`src/rtl/mfek_pkg.sv`:
```
// Package for the max flow block: sizes, payload structs, controller commands and flags.
// Used by mfek_ctrl, mfek_dp and max_flow_edmonds_karp; depends on nothing.
package mfek_pkg;

    localparam int MAX_NODES = 64;
    localparam int NODE_W    = 6;
    localparam int CNT_W     = 7;
    localparam int CAP_BITS  = 16;
    localparam int RES_W     = 17;
    localparam int FLOW_W    = 22;
    localparam int ADDR_W    = 12;
    localparam int IDX_W     = 13;

    localparam logic [FLOW_W-1:0] FLOW_MAX         = 22'h3fffff;
    localparam logic [27:0]       BOTTLENECK_START = 28'hfffffff;
    localparam logic [CNT_W-1:0]  NODE_COUNT_RESET = 7'd64;
    localparam logic [CNT_W-1:0]  NODE_LIMIT       = 7'd64;

    // Register byte addresses on the configuration port.
    localparam logic [2:0] REG_NODE_COUNT = 3'd0;

    // Operation codes of an input item.
    localparam logic OP_LOAD = 1'b0;
    localparam logic OP_RUN  = 1'b1;

    typedef struct packed {
        logic              operation;
        logic [NODE_W-1:0] from_node;
        logic [NODE_W-1:0] to_node;
        logic [15:0]       capacity;
        logic [NODE_W-1:0] source_node;
        logic [NODE_W-1:0] sink_node;
    } t_in_item;

    typedef struct packed {
        logic [FLOW_W-1:0] total_flow;
        logic              status;
    } t_out_item;

    // Commands from the controller to the datapath.
    typedef enum logic [3:0] {
        CMD_NONE,
        CMD_CLEAR,
        CMD_LOAD,
        CMD_RUN,
        CMD_COPY,
        CMD_BFS_INIT,
        CMD_POP,
        CMD_LOAD_U,
        CMD_SCAN,
        CMD_WALK_INIT,
        CMD_RD_PARENT,
        CMD_RD_FWD,
        CMD_CMP,
        CMD_SUB,
        CMD_ADD
    } t_cmd;

    // Status flags from the datapath to the controller.
    typedef struct packed {
        logic clr_done;
        logic run_err;
        logic copy_done;
        logic q_empty;
        logic scan_done;
        logic found;
        logic at_src;
    } t_dp_flags;

endpackage

```
`src/rtl/mfek_ctrl.sv`:
```
// Controller of the max flow block: sequences clearing, loads, copy, search,
// bottleneck walk and augmentation. Uses mfek_pkg.
module mfek_ctrl (
    input  logic                i_clk,
    input  logic                i_rst_n,
    input  logic                i_start,
    input  logic                i_op,
    input  mfek_pkg::t_dp_flags i_flags,
    output mfek_pkg::t_cmd      o_cmd,
    output logic                o_busy,
    output logic                o_done
);

    typedef enum logic [4:0] {
        S_CLEAR, S_IDLE, S_CHECK, S_COPY, S_BFS_INIT, S_POP, S_POP_WAIT, S_SCAN,
        S_PATH, S_B1, S_B2, S_B3, S_A1, S_A2, S_A3, S_A4, S_DONE
    } t_state;

    t_state r_state, n_state;
    logic   r_busy, r_done;

    // Next state and command decode.
    always_comb begin
        n_state = r_state;
        o_cmd   = mfek_pkg::CMD_NONE;
        unique case (r_state)
            S_CLEAR: begin
                o_cmd = mfek_pkg::CMD_CLEAR;
                if (i_flags.clr_done) n_state = S_IDLE;
            end
            S_IDLE: begin
                if (i_start && !r_busy) begin
                    if (i_op == mfek_pkg::OP_RUN) begin
                        o_cmd   = mfek_pkg::CMD_RUN;
                        n_state = S_CHECK;
                    end else begin
                        o_cmd = mfek_pkg::CMD_LOAD;
                    end
                end
            end
            S_CHECK: begin
                n_state = i_flags.run_err ? S_DONE : S_COPY;
            end
            S_COPY: begin
                o_cmd = mfek_pkg::CMD_COPY;
                if (i_flags.copy_done) n_state = S_BFS_INIT;
            end
            S_BFS_INIT: begin
                o_cmd   = mfek_pkg::CMD_BFS_INIT;
                n_state = S_POP;
            end
            S_POP: begin
                o_cmd   = mfek_pkg::CMD_POP;
                n_state = i_flags.q_empty ? S_PATH : S_POP_WAIT;
            end
            S_POP_WAIT: begin
                o_cmd   = mfek_pkg::CMD_LOAD_U;
                n_state = S_SCAN;
            end
            S_SCAN: begin
                o_cmd = mfek_pkg::CMD_SCAN;
                if (i_flags.scan_done) n_state = S_POP;
            end
            S_PATH: begin
                o_cmd   = mfek_pkg::CMD_WALK_INIT;
                n_state = i_flags.found ? S_B1 : S_DONE;
            end
            S_B1: begin
                o_cmd   = mfek_pkg::CMD_RD_PARENT;
                n_state = S_B2;
            end
            S_B2: begin
                o_cmd   = mfek_pkg::CMD_RD_FWD;
                n_state = S_B3;
            end
            S_B3: begin
                o_cmd   = mfek_pkg::CMD_CMP;
                n_state = i_flags.at_src ? S_A1 : S_B1;
            end
            S_A1: begin
                o_cmd   = mfek_pkg::CMD_RD_PARENT;
                n_state = S_A2;
            end
            S_A2: begin
                o_cmd   = mfek_pkg::CMD_RD_FWD;
                n_state = S_A3;
            end
            S_A3: begin
                o_cmd   = mfek_pkg::CMD_SUB;
                n_state = S_A4;
            end
            S_A4: begin
                o_cmd   = mfek_pkg::CMD_ADD;
                n_state = i_flags.at_src ? S_BFS_INIT : S_A1;
            end
            S_DONE: begin
                n_state = S_IDLE;
            end
            default: begin
                n_state = S_IDLE;
            end
        endcase
    end

    // State and registered handshake outputs.
    always_ff @(posedge i_clk) begin
        if (!i_rst_n) begin
            r_state <= S_CLEAR;
            r_busy  <= 1'b1;
            r_done  <= 1'b0;
        end else begin
            r_state <= n_state;
            r_busy  <= (n_state != S_IDLE);
            r_done  <= (n_state == S_DONE);
        end
    end

    assign o_busy = r_busy;
    assign o_done = r_done;

    // The result strobe falls in a busy cycle, never while an item could enter.
    a_done_busy: assert property (@(posedge i_clk) disable iff (!i_rst_n)
        r_done |-> r_busy) else $error("result strobe outside a run");

    // A finished neighbor scan always returns to the queue.
    a_scan_pop: assert property (@(posedge i_clk) disable iff (!i_rst_n)
        (r_state == S_SCAN && i_flags.scan_done) |=> (r_state == S_POP))
        else $error("scan did not return to pop");

    // Reset starts the clearing pass.
    a_rst_clear: assert property (@(posedge i_clk)
        !i_rst_n |=> (r_state == S_CLEAR && r_busy))
        else $error("reset did not start clearing");

endmodule

```
`config.mk`:
```
export PLATFORM = sky130hd
export DESIGN_NAME = mfek_ctrl
export DESIGN_NICKNAME = d
export VERILOG_FILES = /design/src/rtl/mfek_pkg.sv /design/src/rtl/mfek_ctrl.sv
export SDC_FILE = /design/constraint.sdc
export NUM_CORES = 1
export LEC_CHECK = 0
export ABC_CLOCK_PERIOD_IN_PS = 1100
export BUFFER_PORTS_ARGS = -buffer_cell sky130_fd_sc_hd__clkbuf_2
export CAP_MARGIN = 20
export CORE_MARGIN = 5
export CORE_UTILIZATION = 35
export CTS_BUF_LIST = sky130_fd_sc_hd__clkbuf_8 sky130_fd_sc_hd__clkbuf_16
export DETAILED_ROUTE_END_ITERATION = 6
export GPL_ROUTABILITY_DRIVEN = 0
export HOLD_SLACK_MARGIN = 0.12
export PLACE_DENSITY = 0.67
export REMOVE_ABC_BUFFERS = 1
export SYNTH_ARGS = -nofsm -noshare
export SYNTH_HDL_FRONTEND = slang
export SYNTH_SLANG_ARGS = --single-unit
```
`constraint.sdc`:
```
create_clock -name i_clk -period 1.1 [get_ports i_clk]
set_input_delay 0.055 -clock i_clk [delete_from_list [all_inputs] [get_ports i_clk]]
set_output_delay 0.055 -clock i_clk [all_outputs]
set_load 0.005 [all_outputs]
```
==> run summary, run 1 <==
status: finished, violations left
failing checks: setup timing
first-pass GRT wire length: 3300 µm
Tcrit/Tclk final: 125%
GRT Util Overall: 16.2%
via count: 750
cell count of the worst reg-to-reg path: 5
vias per cell: 5.86
CP required: 1040 ps
hold_sp: i_flags[1]
hold crit path type: input pin to flop
Crit Path Max Fanout: 6
Final Power: 0.972 mW
Critical-path top delay cell: dfxtp_4
First-pass DRT Iterations: 4
die width: 51.9 µm
post-route worst setup slack: -277 ps
P&R area growth vs syn: 63.1%
fin crit period: 1380 ps
vias in the first global route: 714
WHS Path Cells: 4
final wirelength: 2010 µm
core area: 1690 µm²
initial antenna violation count: 0
pin count of the biggest net entering global routing: 9
Antenna Cells: 0
dominant cells by area after synthesis: dfxtp_1 23%, nor2_1 4.9%, a21oi_1 4.1%, o21ai_0 4.1%, nand4bb_1 3.7%
Mean Syn Cell Area: 8.08 µm²
number of synthesized register bits: 7
DP Area: 787 µm²
final antenna-violating net count: 0
CTS buffer count: 3
Hold Slack: 256 ps
Std-Cell Rows: 15
Worst Hold Endpoint: o_done
worst-margin pin slew: 283 ps
leakage: 0.424 nW
Max Root-Sink Buffers: 2
CP arrival: 1320 ps
DR iter-0 viols: 7
synthesized instance count: 76
synthesized area: 614 µm²
ys async rst share: 0%
worst path cell trace: or2b_4 -> o21ai_2 -> a2111oi_4 -> buf_2
die span in y: 51.9 µm
clock root buffer: clkbuf_8
final hold violation count: 0
post-synth top area share: 22.8%
Peak VDD IR: 0.000985 V
Clock Skews: 1.72 ps
max incr delay on CP: 360 ps
number of synthesized flops with an enable pin: 0
register clock-pin slew on the reported worst setup and hold paths: 40 ps
filler cell count: 158
layout cells sized above 1: 59.5%
final setup vio count: 11
initial core utilization: 36.4%
Yosys cell types: 40
Worst setup SP type: flop
clk sinks: 7
crit end category: output port
Buf/Inv on CP: 1
Layout Utilization: 59.3%
Crit. Startpoint: r_state[3]
area of the multi-input gates: 514 µm²
dominant synthesized flop cell: dfxtp_1
Final Max Tran Viols: 0
final setup TNS: -1650 ps
post-synth top area cell: dfxtp_1
top cell family by delay on the critical path: flip-flops
# IOs: 17
IO Port Bufs: 16
insertion delay to the later sink of the worst-skew pair: 220 ps
Yosys warnings: 0
class of the most critical setup path: flop to output port
final instance area: 1000 µm²
Power Density: 969 nW/µm²
storage element area: 155 µm²
detailed-route wire length per cell: 15.7 µm
unrepaired setup endpoints after global routing: yes
R2R Setup Slk: -250 ps
Remaining Overflow, GRT: 0
CTS tree: built
Slew HR: 81.1%
# H-tree levels: 1
Reg-to-Reg End: o_busy
Post-DP HPWL: 1450 µm
Fmax: 726 MHz
max cap viols: 0
sequential share of the synthesized area: 22.8%
drt drc: 0
Nets: 123
RR Startpoint: r_state[0]
die area: 2690 µm²
-- how the worst max path moves through the flow --
stage / end / cells past startpoint
finish: o_cmd[1] / 4
floorplan: o_busy / 4
detailed placement: o_cmd[1] / 4
global placement: o_busy / 5
CTS: o_cmd[1] / 4
global route: o_cmd[1] / 5
-- placed cells by master (no fill, tap or decap), types with 3 or more instances in the layout --
cell      instances
buf_2             3
inv_1             4
dfxtp_4           4
buf_4            18
dfxtp_1           3
and2_1            3
clkbuf_8          3
clkbuf_2         13
nor2_1            7
a31oi_1           3
o21ai_1           3
a21oi_1           3
-- report_power, final --
group	switching (mW)	total [mW]	internal [mW]	leakage [nW]
logic	0.155	0.328	0.174	0.337
clock network	0.106	0.347	0.241	0.0269
registers	0.0264	0.296	0.270	0.0600
total	0.287	0.972	0.684	0.424
-- worst min-delay path: stages --
cell and delay, ps:
clkbuf_2 100, nor3_2 40, a31oi_1 170, nor4b_1 70
-- sequential cells by signal, indices dropped and copies added, names as in the netlist --
name,count
o_done,1
r_state,5
o_busy,1
-- metrics by stage --
step                      setup WS [ps]  instances
after floorplan                    -267         70
after global placement             -323        118
after detailed placement           -331        118
after CTS                          -337        127
after global routing               -326        128
final                              -277        128
-- cell usage after synthesis, types with 2 or more instances --
| master | instances |
|---|---|
| nor2_1 | 8 |
| dfxtp_1 | 7 |
| a21oi_1 | 5 |
| inv_1 | 5 |
| o21ai_0 | 5 |
| a31oi_1 | 3 |
| and2_1 | 3 |
| buf_2 | 3 |
| and2b_1 | 2 |
| buf_4 | 2 |
| nand4bb_1 | 2 |
| nor4b_1 | 2 |
| o211ai_1 | 2 |
-- kinds of logic after synthesis --
| group | after synthesis | synth area share, % |
|---|---|---|
| AND/OR/NAND/NOR | 30 | 32.6 |
| AO/OA/AOI/OAI | 27 | 33.2 |
| flip-flops | 7 | 22.8 |
| buffers and inverters | 11 | 9.77 |
| multiplexers | 1 | 1.63 |
-- layout make-up --
class,count,area share (%)
multi-input cells,58,51.3
repair buffers,37,24.7
flip-flops and latches,7,15.5
clock buffers,3,4.12
well taps,17,2.12
inverters,5,1.87
clock inverters,1,0.375
-- routing by layer --
layer | vias up | routed length, µm | track usage (%)
met4 | 0 | 57 | 5.24
met5 | - | 0 | 0
li1 | 363 | - | -
met3 | 6 | 97 | 3.15
met1 | 352 | 855 | 20.1
met2 | 29 | 996 | 27.6
-- repair_timing --
action,CTS,global route
hold endpoints to repair,2,0
endpoints found under the setup margin,11,11
hold buffers,1,0
pin swaps,8,5
resized for setup,27,11
buffers inserted,4,1
Note: power is estimated with default switching activity, not from simulation.
==> inputs of run 2 (changes only) <==
- PLACE_DENSITY: 0.67 -> 0.56
==> run 2 against run 1 <==
  * The flow still finishes with violations (setup timing)
  * Sequential share of layout area fell by 0.87 points
  * Sequential power barely moved
  * Critical path depth did not move
  * Total power rose by 0.77%
  * Maximum frequency fell by 0.50%
  * Largest power group unchanged
  * Hold slack improved by 11 ps
  * Clock power rose by 3%
  * Die area did not move
  * Clock-buffer cell count did not move
==> run summary, run 2 (synthesis results as in run 1) <==
status: finished, violations left
failing checks: setup timing
vias per cell: 5.66 (-3.5%)
drt drc: 0 (unchanged)
DR iter-0 viols: 13 (+6)
DP Area: 802 µm² (+1.9%)
Fmax: 723 MHz (-0.50%)
die span in y: 51.9 µm (unchanged)
insertion delay to the later sink of the worst-skew pair: 230 ps (about the same)
placed insts: 120 (+1.7%)
clk sinks: 7 (unchanged)
via count: 741 (-1.2%)
CTS tree: built
cell count of the worst reg-to-reg path: 6 (+1)
final setup vio count: 11 (unchanged)
final antenna-violating net count: 0 (unchanged)
fin crit period: 1380 ps (+6.93 ps)
pin count of the biggest net entering global routing: 10 (+1)
Antenna Cells: 0 (unchanged)
P&R area growth vs syn: 70.1%
# IOs: 17 (unchanged)
Crit Path Max Fanout: 7 (+1)
core area: 1690 µm² (unchanged)
layout cells sized above 1: 61.4% (+1.9 points)
worst path cell trace: and2_4 -> buf_6 -> a2111oi_4 -> buf_2
post-route worst setup slack: -284 ps (-6.93 ps)
die width: 51.9 µm (unchanged)
initial antenna violation count: 0 (unchanged)
Slew HR: 78.2% (-2.9 points)
crit end category: output port
Final Max Tran Viols: 0 (unchanged)
Nets: 126 (+2.4%)
most common cell after layout, fill and taps aside: buf_4
first-pass GRT wire length: 3240 µm (-1.7%)
register clock-pin slew on the reported worst setup and hold paths: 40 ps (about the same)
CP arrival: 1330 ps (about the same)
clock root buffer: clkbuf_8
final hold violation count: 0 (unchanged)
GRT Util Overall: 15.7% (-0.50 points)
Post-DP HPWL: 1400 µm (-3.4%)
detailed-route wire length per cell: 14.7 µm (-6.4%)
max cap viols: 0 (unchanged)
class of the most critical setup path: flop to output port
# H-tree levels: 1 (unchanged)
Reg with most FFs: r_state
worst-margin pin slew: 322 ps (+38.5 ps)
Clock Skews: 4.40 ps (+2.68 ps)
post-route insts no fill: 131 (+2.3%)
IO Port Bufs: 16 (unchanged)
Power Density: 937 nW/µm² (-3.3%)
Tcrit/Tclk final: 126% (+0.63 points)
vias in the first global route: 733 (+2.7%)
WHS Path Cells: 3 (-1)
Max Root-Sink Buffers: 2 (unchanged)
filler cell count: 147 (-7.0%)
Remaining Overflow, GRT: 0 (unchanged)
most frequent cells in the layout: 18 x buf_4, 14 x clkbuf_2, 7 x nor2_1, 5 x inv_1, 5 x buf_6
First-pass DRT Iterations: 4 (unchanged)
initial core utilization: 36.4% (unchanged)
max incr delay on CP: 360 ps (about the same)
final setup TNS: -2040 ps (-391 ps)
CP required: 1040 ps (about the same)
final instance area: 1040 µm² (+4.2%)
Critical-path top delay cell: dfxtp_4
final wirelength: 1920 µm (-4.2%)
Worst setup SP type: flop
leakage: 0.452 nW (+6.6%)
Std-Cell Rows: 15 (unchanged)
unrepaired setup endpoints after global routing: yes
CTS buffer count: 3 (unchanged)
hold crit path type: input pin to flop
max reg flops: 5 (unchanged)
die area: 2690 µm² (unchanged)
Peak VDD IR: 0.000708 V (-28%)
## run 2: cell count changes in the layout (fill, tap and decap cells not counted), sizes merged
cell / previous run / this run
clkbuf: 16 / 17
buf: 23 / 25
## run 2: final timing paths
check,start,to,slack [ps]
worst max-delay path,r_state[1],o_cmd[2],-280
worst min-delay path,i_flags[6],r_state[0],270
worst max register to register,r_state[3],o_busy,-280
worst min register to register,r_state[1],r_state[0],650
## run 2: cell type report
class                      instances  area [µm²]  share of cell area, %
clock buffer                       3        41.3                   3.95
clock inverter                     1        3.75                  0.359
inverter                           5        21.3                   2.04
multi-input combinational         58         523                   50.1
sequential                         7         153                   14.6
tap                               17        21.3                   2.04
timing repair buffer              40         282                   26.9
## run 2: per-layer routing
layer | up-vias | track usage, % | part of all wire (%)
met3 | 4 | 3.15 | 6.5
li1 | 370 | - | -
met1 | 335 | 20.2 | 44
met4 | 0 | 6.11 | 1.2
met2 | 32 | 25.3 | 48
met5 | - | 0 | 0
## run 2: timing repair
action                                  4_1_cts  5_1_grt
hold endpoints to repair                      2        0
buffers inserted                              6        0
gates resized for setup                      28       12
hold buffers                                  1        0
pin swaps                                     8       13
endpoints found under the setup margin       11       11
## run 2: through the flow
step / worst slack (ps) / hold slack, ps / util (%) / power (mW)
final: -284 / 267 / 61.9 / 0.979
after global routing: -373 / 293 / 61.9 / 1.03
after CTS: -292 / 274 / 59.7 / 0.950
after detailed placement: -282 / 294 / 47.5 / 0.558
after global placement: -337 / 294 / 47.5 / 0.562
after floorplan: -267 / 177 / - / 0.430
## run 2: critical path, delay by kind of cell (launching register included)
family / cells / cell delay (ps)
DFF: 1 / 360
and+or+nand+nor: 1 / 160
buffers and inverters: 2 / 280
AOI/OAI and AO/OA: 1 / 310
## run 2: where the power goes
group          total (mW)  internal, mW  switching (mW)
Combinational       0.325         0.175           0.150
Sequential          0.296         0.272          0.0249
Clock               0.358         0.242           0.116
==> inputs of run 3 (changes only) <==
- CELL_PAD_IN_SITES_DETAIL_PLACEMENT: unset -> 0
- CELL_PAD_IN_SITES_GLOBAL_PLACEMENT: unset -> 1
- CORE_UTILIZATION: 35 -> 32
- PLACE_DENSITY: 0.56 -> 0.69
==> run 3 against run 2 <==
  * The run still ends with setup timing left
  * Core utilization is 0.80 points lower
  * Register-to-register slack worse by 20 ps
  * Global-route usage is 1.0 points lower
  * Clock power is 4% lower
  * Hold slack better by 39 ps
  * Non-clock buffer count is 2 higher
  * Clock skew hardly changed
  * Via count is 1.3% higher
  * Sequential share of layout area is 0.36 points lower
  * Clock-buffer cell count stayed put
==> run summary, run 3 (synthesis results as in run 1) <==
area of the multi-input gates: 538 µm² (+2.9%)
Fmax: 712 MHz (-1.5%)
final setup vio count: 11 (unchanged)
final setup TNS: -2240 ps (-200 ps)
Max Root-Sink Buffers: 2 (unchanged)
unrepaired setup endpoints after global routing: yes
vias in the first global route: 733 (unchanged)
clk sinks: 7 (unchanged)
initial antenna violation count: 0 (unchanged)
Antenna Cells: 0 (unchanged)
detailed-route wire length per cell: 14.4 µm (-2.1%)
Peak VDD IR: 0.000799 V (+13%)
Slew HR: 80.4% (+2.2 points)
core area: 1780 µm² (+5.6%)
final antenna-violating net count: 0 (unchanged)
die span in y: 53.8 µm (+3.7%)
die width: 53.8 µm (+3.7%)
pin count of the biggest net entering global routing: 8 (-2)
final wirelength: 2020 µm (+5.4%)
CTS tree: built
Worst setup SP type: flop
die area: 2900 µm² (+7.5%)
Nets: 128 (+1.6%)
Final Max Tran Viols: 0 (unchanged)
initial core utilization: 34.5% (-1.9 points)
post-route worst setup slack: -305 ps (-21.5 ps)
failing checks: setup timing
P&R area growth vs syn: 77.2%
crit end category: flop
leakage: 0.465 nW (+2.8%)
Crit Path Max Fanout: 7 (unchanged)
CP arrival: 1500 ps (+170 ps)
worst-margin pin slew: 292 ps (-29.4 ps)
fin crit period: 1410 ps (+21.5 ps)
Reg with most FFs: r_state
CP required: 1190 ps (+150 ps)
final hold violation count: 0 (unchanged)
insertion delay to the later sink of the worst-skew pair: 220 ps (about the same)
class of the most critical setup path: flop to flop
First-pass DRT Iterations: 4 (unchanged)
DR iter-0 viols: 18 (+5)
vias per cell: 5.33 (-5.8%)
most frequent cells in the layout: 19 x buf_4, 12 x clkbuf_2, 8 x nor2_1, 6 x inv_1, 6 x buf_6
# IOs: 17 (unchanged)
Tcrit/Tclk final: 128% (+2.0 points)
Clock Skews: 4.33 ps (-0.0740 ps)
register clock-pin slew on the reported worst setup and hold paths: 40 ps (about the same)
first-pass GRT wire length: 3110 µm (-4.3%)
R2R Setup Slk: -310 ps (-20 ps)
DP Area: 812 µm² (+1.2%)
storage element area: 155 µm² (+1.6%)
CTS buffer count: 3 (unchanged)
Remaining Overflow, GRT: 0 (unchanged)
layout cells sized above 1: 62.1% (+0.67 points)
GRT Util Overall: 14.6% (-1.0 points)
IO Port Bufs: 16 (unchanged)
Final Power: 1.00 mW (+2.5%)
# H-tree levels: 1 (unchanged)
Post-DP HPWL: 1430 µm (+2.1%)
hold crit path type: input pin to flop
final instance area: 1090 µm² (+4.2%)
max cap viols: 0 (unchanged)
status: finished, violations left
drt drc: 0 (unchanged)
Power Density: 922 nW/µm² (-1.6%)
max reg flops: 5 (unchanged)
Layout Utilization: 61.1% (-0.80 points)
most common cell after layout, fill and taps aside: buf_4
clock root buffer: clkbuf_8
via count: 751 (+1.3%)
filler cell count: 153 (+4.1%)
Std-Cell Rows: 15 (unchanged)
run 3: cell types whose count changed in the layout (fill, tap and decap cells not counted), sizes merged:
| cell | before | now |
|---|---|---|
| buf | 25 | 29 |
| clkbuf | 17 | 15 |
run 3: final cells by class:
cell class	count	share of cell area, %
clock inverters	1	0.345
repair buffers	42	27.6
clock buffers	3	3.79
multi-input cells	58	49.4
well taps	25	2.87
flip-flops and latches	7	14.3
inverters	5	1.72
run 3: worst max-delay path, cell delays in order, from the launching register on:
cell	delay, ps
dfxtp_4	360
and2b_2	260
buf_6	130
a32oi_2	180
o32ai_2	130
nand4bb_1	200
run 3: through the flow:
stage | worst slack, ps | cells | hold slack [ps]
after floorplan | -267 | 70 | 177
after global placement | -321 | 128 | 296
after detailed placement | -274 | 128 | 293
after CTS | -306 | 140 | 313
after global routing | -357 | 141 | 337
final | -305 | 141 | 306
run 3: report_power, final:
group | internal (mW) | switching (mW)
Sequential | 0.270 | 0.0239
Combinational | 0.197 | 0.169
Clock | 0.240 | 0.103
run 3: path summary, 6_finish.rpt:
path | startpoint | to | cells past startpoint
worst max-delay path | r_state[3] | o_busy | 5
worst min-delay path | i_flags[6] | r_state[0] | 3
worst max register to register | r_state[3] | o_busy | 5
worst min register to register | r_state[4] | o_done | 2
run 3: metal layers:
layer / share of wire (%) / vias up / track usage (%)
li1: - / 374 / -
met5: 0 / - / 0
met3: 3.8 / 2 / 3.88
met1: 46 / 357 / 17.5
met4: 1.2 / 0 / 2.98
met2: 49 / 18 / 26.0
run 3: what timing repair did:
action,in CTS,in global routing
resized for setup,28,15
endpoints found under the hold margin,2,0
setup endpoints to repair,11,11
setup buffers,7,1
pin swaps,13,10
hold buffers,1,0
